===== config.mk =====
export PLATFORM = sky130hd
export DESIGN_NAME = button_debounce_event_counter
export DESIGN_NICKNAME = d
export VERILOG_FILES = /design/src/rtl/bdec_pkg.sv /design/src/rtl/bdec_button.sv /design/src/rtl/bdec_out_fifo.sv /design/src/rtl/button_debounce_event_counter.sv
export SDC_FILE = /design/constraint.sdc
export NUM_CORES = 1
export LEC_CHECK = 0
export ABC_AREA = 1
export BUFFER_PORTS_ARGS = -buffer_cell sky130_fd_sc_hd__clkbuf_2
export CAP_MARGIN = 20
export CORE_MARGIN = 2
export CORE_UTILIZATION = 65
export DETAILED_ROUTE_END_ITERATION = 7
export GPL_TIMING_DRIVEN = 0
export PLACE_DENSITY = 0.84
export SLEW_MARGIN = 30
export SYNTH_ARGS = -nofsm -noshare
export SYNTH_HDL_FRONTEND = slang
export SYNTH_SLANG_ARGS = --single-unit

===== constraint.sdc =====
create_clock -name i_clk -period 3.3 [get_ports i_clk]
set_input_delay 0.66 -clock i_clk [delete_from_list [all_inputs] [get_ports i_clk]]
set_output_delay 0.66 -clock i_clk [all_outputs]
set_load 0.02 [all_outputs]

===== src/rtl/bdec_pkg.sv =====
// Shared types and constants for the button debounce event counter.
// No dependencies.
`timescale 1ns / 1ps

package bdec_pkg;

    localparam int BUTTONS_DEF = 4;
    localparam int WINDOW_DEF  = 6;

    localparam int MODE_W  = 2;
    localparam int PIN_W   = 4;
    localparam int IDX_W   = 2;
    localparam int COUNT_W = 7;

    typedef enum logic [MODE_W-1:0] {
        MODE_TICK  = 2'd0,
        MODE_QUERY = 2'd1,
        MODE_CLEAR = 2'd2
    } t_mode;

    typedef struct packed {
        logic tick;
        logic clear;
        logic consume;
        logic pin;
    } t_btn_ctrl;

endpackage


===== src/rtl/bdec_button.sv =====
// One button lane: sample history, held flag and pending event count.
// Depends on bdec_pkg.
`timescale 1ns / 1ps

module bdec_button #(
    parameter int WINDOW = bdec_pkg::WINDOW_DEF
) (
    input  logic                          i_clk,
    input  logic                          i_rst_n,
    input  bdec_pkg::t_btn_ctrl           i_ctrl,
    output logic [bdec_pkg::COUNT_W-1:0]  o_count
);
    import bdec_pkg::*;

    logic [WINDOW-1:0]  r_hist;
    logic [WINDOW-1:0]  n_hist;
    logic               r_held;
    logic               n_held;
    logic [COUNT_W-1:0] r_count;
    logic [COUNT_W-1:0] n_count;

    always_comb begin
        n_hist  = r_hist;
        n_held  = r_held;
        n_count = r_count;
        if (i_ctrl.tick) begin
            n_hist = {r_hist[WINDOW-2:0], i_ctrl.pin};
            if (r_held) begin
                if (n_hist == '0) begin
                    n_held  = 1'b0;
                    n_count = r_count + COUNT_W'(1);
                end
            end else if (n_hist == '1) begin
                n_held = 1'b1;
            end
        end else if (i_ctrl.clear) begin
            n_held  = 1'b0;
            n_count = '0;
        end else if (i_ctrl.consume && (r_count != '0)) begin
            n_count = r_count - COUNT_W'(1);
        end
    end

    always_ff @(posedge i_clk) begin
        if (!i_rst_n) begin
            r_hist  <= '0;
            r_held  <= 1'b0;
            r_count <= '0;
        end else begin
            r_hist  <= n_hist;
            r_held  <= n_held;
            r_count <= n_count;
        end
    end

    assign o_count = r_count;

endmodule


===== src/rtl/bdec_out_fifo.sv =====
// Two-entry result queue that decouples the output handshake from intake.
// Depends on bdec_pkg.
`timescale 1ns / 1ps

module bdec_out_fifo (
    input  logic                          i_clk,
    input  logic                          i_rst_n,
    input  logic                          i_push,
    input  logic [bdec_pkg::COUNT_W-1:0]  i_data,
    output logic                          o_full,
    output logic [1:0]                    o_level,
    output logic                          o_valid,
    input  logic                          i_ready,
    output logic [bdec_pkg::COUNT_W-1:0]  o_data
);
    import bdec_pkg::*;

    logic [COUNT_W-1:0] r_data [2];
    logic               r_wr_ptr;
    logic               r_rd_ptr;
    logic [1:0]         r_level;
    logic [1:0]         n_level;
    logic               w_push;
    logic               w_pop;

    assign o_valid = (r_level != 2'd0);
    assign o_full  = (r_level == 2'd2);
    assign w_push  = i_push && !o_full;
    assign w_pop   = o_valid && i_ready;

    always_comb begin
        n_level = r_level;
        case ({w_push, w_pop})
            2'b10:   n_level = r_level + 2'd1;
            2'b01:   n_level = r_level - 2'd1;
            default: n_level = r_level;
        endcase
    end

    always_ff @(posedge i_clk) begin
        if (!i_rst_n) begin
            r_wr_ptr <= 1'b0;
            r_rd_ptr <= 1'b0;
            r_level  <= 2'd0;
        end else begin
            if (w_push) begin
                r_wr_ptr <= ~r_wr_ptr;
            end
            if (w_pop) begin
                r_rd_ptr <= ~r_rd_ptr;
            end
            r_level <= n_level;
        end
    end

    always_ff @(posedge i_clk) begin
        if (w_push) begin
            r_data[r_wr_ptr] <= i_data;
        end
    end

    assign o_data  = r_data[r_rd_ptr];
    assign o_level = r_level;

endmodule


===== src/rtl/button_debounce_event_counter.sv =====
// Top level of the button debounce event counter: button lanes and result queue.
// Depends on bdec_pkg, bdec_button and bdec_out_fifo.
`timescale 1ns / 1ps

// Takes one beat per clock while i_ready is high: a tick shifts every button's
// pin level into its history and updates held flags and event counts, a query
// returns the chosen button's count and decrements it if nonzero, a clear zeroes
// counts and held flags. Every beat finishes in the cycle it is accepted; a
// query's count is registered in a two-entry result queue and offered from there.
// i_ready drops only while both queue entries wait on the output side.
module button_debounce_event_counter #(
    parameter int BUTTONS = bdec_pkg::BUTTONS_DEF,
    parameter int WINDOW  = bdec_pkg::WINDOW_DEF
) (
    input  logic                          i_clk,
    input  logic                          i_rst_n,
    input  logic                          i_valid,
    output logic                          i_ready,
    input  logic [bdec_pkg::MODE_W-1:0]   i_mode,
    input  logic [bdec_pkg::PIN_W-1:0]    i_pin_levels,
    input  logic [bdec_pkg::IDX_W-1:0]    i_button_index,
    output logic                          o_valid,
    input  logic                          o_ready,
    output logic [bdec_pkg::COUNT_W-1:0]  o_event_count
);
    import bdec_pkg::*;

    logic               w_accept;
    logic               w_tick;
    logic               w_query;
    logic               w_clear;
    logic               w_full;
    logic [1:0]         w_level;
    logic [BUTTONS-1:0] w_sel;
    logic [COUNT_W-1:0] w_count [BUTTONS];
    logic [COUNT_W-1:0] w_result;
    logic               w_any_count;
    t_btn_ctrl          w_ctrl  [BUTTONS];

    assign i_ready  = !w_full;
    assign w_accept = i_valid && i_ready;
    assign w_tick   = w_accept && (i_mode == MODE_TICK);
    assign w_query  = w_accept && (i_mode == MODE_QUERY);
    assign w_clear  = w_accept && (i_mode == MODE_CLEAR);

    for (genvar g = 0; g < BUTTONS; g++) begin : g_lane
        if (g < (1 << IDX_W)) begin : g_sel
            assign w_sel[g] = (i_button_index == IDX_W'(g));
        end else begin : g_nosel
            assign w_sel[g] = 1'b0;
        end

        if (g < PIN_W) begin : g_pin
            assign w_ctrl[g].pin = i_pin_levels[g];
        end else begin : g_nopin
            assign w_ctrl[g].pin = 1'b0;
        end

        assign w_ctrl[g].tick    = w_tick;
        assign w_ctrl[g].clear   = w_clear;
        assign w_ctrl[g].consume = w_query && w_sel[g];

        bdec_button #(
            .WINDOW (WINDOW)
        ) u_button (
            .i_clk   (i_clk),
            .i_rst_n (i_rst_n),
            .i_ctrl  (w_ctrl[g]),
            .o_count (w_count[g])
        );
    end

    always_comb begin
        w_result    = '0;
        w_any_count = 1'b0;
        for (int i = 0; i < BUTTONS; i++) begin
            w_result    = w_result | (w_count[i] & {COUNT_W{w_sel[i]}});
            w_any_count = w_any_count | (w_count[i] != '0);
        end
    end

    bdec_out_fifo u_out_fifo (
        .i_clk   (i_clk),
        .i_rst_n (i_rst_n),
        .i_push  (w_query),
        .i_data  (w_result),
        .o_full  (w_full),
        .o_level (w_level),
        .o_valid (o_valid),
        .i_ready (o_ready),
        .o_data  (o_event_count)
    );

    a_level_bound: assert property (@(posedge i_clk) disable iff (!i_rst_n)
        w_level != 2'd3)
        else $error("result queue level out of range");

    a_query_shows: assert property (@(posedge i_clk) disable iff (!i_rst_n)
        (w_query && !o_valid) |=> o_valid)
        else $error("query beat did not reach the output");

    a_clear_zeroes: assert property (@(posedge i_clk) disable iff (!i_rst_n)
        w_clear |=> !w_any_count)
        else $error("clear left a nonzero count");

    a_idle_no_result: assert property (@(posedge i_clk) disable iff (!i_rst_n)
        (!o_valid && !w_query) |=> !o_valid)
        else $error("result appeared without a query");

endmodule

==> metrics.md <==
| Metric | Value |
|---|---|
| Status | `complete, no violations` |
| Die width | `around 88 um` |
| DRT Wirelength | `approximately 11000 um` |
| Crit path buffers/inverters | `2` |
| Net Count, Synth | `699` |
| Htree depth | `3` |
| Initial DRT Pass Iterations | `6` |
| Placed Instance Area | `between 4000 and 5000 um2` |
| Worst Hold Path Cells | `1` |
| CTS tree | `yes` |
| RSZ-0062 raised after global routing | `false` |
| Worst Path Arrival | `~1.5 ns` |
| Clock sink total | `slightly above 70` |
| Die height | `87.5 um` |
| Rel. slew slack | `0.594` |
| Hold path startpoint | `u_out_fifo.r_rd_ptr$_SDFFE_PN0P_` |
| Area taken by multi-input logic gates | `around 2500 um2` |
| Area grow syn2layout | `8.67%` |
| FMAX | `roughly 460 MHz` |
| RR Endpoint | `u_out_fifo.o_level[1]$_SDFFE_PN0P_` |
| Number of global-route vias before repair | `approximately 3900` |
| Final Instance Area | `between 4000 and 5000 um2` |
| Maxcap violations | `0` |
| Worst Path Max Fanout | `7` |
| # Post-CTS Setup Buffers | `0` |
| Post-Syn Instances | `approximately 680` |
| Flops & latches, synth | `71` |
| Critical-path cell list | `clkbuf_1 -> mux2_2 -> clkbuf_2` |
| Synth Warn # | `0` |
| Core Area | `between 6000 and 7000 um2` |
| Peak supply drop | `~0.00026 V` |
| Reg2reg start | `u_out_fifo.o_level[0]$_SDFFE_PN0P_` |
| Average wire per standard cell | `13.9 um` |
| GR Overflow Total | `0` |
| Top FF cell, synth | `dfxtp_1` |
| FF+latch area | `approximately 1600 um2` |
| CP max-delay cell | `mux2_2` |
| Starting Density | `0.671` |
| Clock Pin Slew Worst Setup and Hold Paths | `0.08 ns` |
| DR iter-0 viols | `about 400` |
| Reg2Reg Depth | `11` |
| Routed Antenna Nets | `0` |
| Max-slew violations | `0` |
| Syn avg cell area | `between 6 and 7 um2` |
| CTS max path bufs | `2` |
| Worst Skew | `roughly 0.017 ns` |
| Final Cycle Share | `0.653` |
| Nets | `approximately 730` |
| Pleak | `2.29 nW` |
| Via count | `between 4000 and 5000` |
| Initial antenna violation count | `0` |
| Overall Global Routing Usage | `0.301` |
| First-pass GRT wire length | `between 15000 and 20000 um` |
| Ant. Diodes | `0` |
| Largest net degree at the start of global routing | `13` |
| Required time worst endpoint | `around 2.6 ns` |
| Total CTS buffers | `9` |
| Synth cell types | `32` |
| Crit path kind | `reg -> out` |
| Cell family with most CP delay | `buffers and inverters` |
| Slew at the pin closest to its max-slew limit | `around 0.61 ns` |
| Worst hold endpoint | `u_out_fifo.r_rd_ptr$_SDFFE_PN0P_` |
| Post-synthesis sequential area ratio | `0.344` |
| EDFF count, synth | `14` |
| CP peak stage delay | `~0.39 ns` |
| Quantity of gates resized following cts | `0` |
| Hold buffer count at CTS | `0` |
| Power per cell area | `approximately 480 nW/um2` |
| Number of port buffers | `19` |
| HPWL after detailed placement | `a little under 8000 um` |
| Boundary pin count | `21` |
| Worst R2R Setup Slack | `between 1 and 1.5 ns` |
| Hold Fails Final Rpt | `0` |
| Fin crit period | `2.15 ns` |
| Min-delay worst type | `reg -> reg` |
| Count of final setup violators | `0` |
| Crit end category | `output pin` |
| Die area | `roughly 7700 um2` |
| CP Launch Type | `flip-flop` |
| Via/cell ratio | `around 5.7` |
| Final GP Congestion | `0.921` |
| FP Rows | `30` |
| CTS root buf | `clkbuf_8` |
| Clock Latency Late Sink | `approximately 0.36 ns` |
| Fill count | `578` |
| Async SR Flop Fraction | `0` |
| DRC | `0` |
| Layout cells sized above 1 | `0.128` |
| Mapped Area | `4530 um2` |
| Setup_tns | `0 ns` |
## cells in the final DEF (no fill, tap or decap), drive strengths merged, types with 5 or more instances in the layout
| cell type | instances |
|---|---|
| ha | 9 |
| nand3 | 66 |
| nor3 | 9 |
| o21ai | 44 |
| clkbuf | 36 |
| dfxtp | 57 |
| inv | 69 |
| mux2 | 7 |
| nand2 | 180 |
| buf | 28 |
| xor2 | 5 |
| nand4 | 20 |
| nor2 | 107 |
| a21oi | 43 |
| edfxtp | 14 |
## cells by family after synthesis
logic type                 after synthesis  share of synthesized area
DFF                                     71                      0.344
muxes                                    7                     0.0174
AOI/OAI and AO/OA                       93                      0.106
adders and majority gates                9                     0.0248
buffers and inverters                  102                      0.106
xor gates and xnor gates                 9                     0.0174
and+or+nand+nor                        387                      0.384
## cell type report
cell class                 instances  area share
buffer                            34      0.0460
sequential                        71       0.317
clock buffer                      11      0.0287
timing repair buffer              19      0.0193
tap                               80      0.0203
clock inverter                     5      0.0114
multi-input combinational        505       0.505
inverter                          68      0.0518
## synthesized netlist by cell type (5+ instances only)
cell	count	area share
nor2_1	105	0.087
inv_1	67	0.055
a21oi_1	43	0.047
edfxtp_1	14	0.093
xor2_1	5	0.0097
nor3_1	9	0.0099
nand3_2	13	0.029
clkbuf_1	6	0.0050
buf_6	7	0.017
nand2_1	175	0.14
buf_2	16	0.018
nand4_1	20	0.028
ha_1	9	0.025
nand3_1	53	0.059
nand2_4	5	0.012
o21ai_0	43	0.047
dfxtp_1	57	0.25
mux2_2	7	0.017
## state kept, by name, indices dropped and copies added, names as in the netlist, named ones only
| name | flops |
|---|---|
| g_lane.u_button.o_count | 28 |
| g_lane.u_button.r_held | 4 |
| g_lane.u_button.r_hist | 20 |
| u_out_fifo.o_level | 2 |
| u_out_fifo.r_data | 14 |
| u_out_fifo.r_rd_ptr | 1 |
| u_out_fifo.r_wr_ptr | 1 |
## where the power goes
group          total, mW  switching [mW]  internal, mW  leakage (nW)
registers           1.01          0.0618         0.949         0.597
logic              0.647           0.410         0.237          1.60
clock network      0.701           0.332         0.369        0.0959
total               2.36           0.804          1.55          2.29
## worst max path at each step
stage,startpoint,to,slack (ns),cells past startpoint
2_1_floorplan,i_mode[1],u_out_fifo.o_level[1]$_SDFFE_PN0P_,1.51,10
3_3_place_gp,i_mode[1],u_out_fifo.r_data[1][3]$_DFFE_PP_,1.20,6
3_5_place_dp,i_mode[1],u_out_fifo.o_level[1]$_SDFFE_PN0P_,1.13,11
4_1_cts,flip-flop,o_event_count[3],1.12,3
5_1_grt,flip-flop,o_event_count[4],1.04,3
6_report,flip-flop,o_event_count[3],1.15,3
## per-layer routing
metal  share of wire  GRT usage  vias to the layer above  wire, um
li1                -          -                     2265         -
met1            0.44      0.381                     2056      4800
met2            0.47      0.511                      181      5240
met3           0.067     0.0559                       29       739
met4           0.023      0.108                        0       252
met5               0          0                        -         0
## metrics by stage
step                      std cells  total power [mW]  hold slack [ns]   util  setup slack (ns)
after floorplan                 678              1.52            0.426      -              1.51
after global placement          777              1.63            0.437  0.700              1.20
after detailed placement        777              1.66            0.445  0.700              1.13
after CTS                       793              2.35            0.453  0.729              1.12
after global routing            793              2.49            0.466  0.729              1.04
final                           793              2.36            0.454  0.729              1.15
No activity file was read; power rests on OpenSTA's default activity.
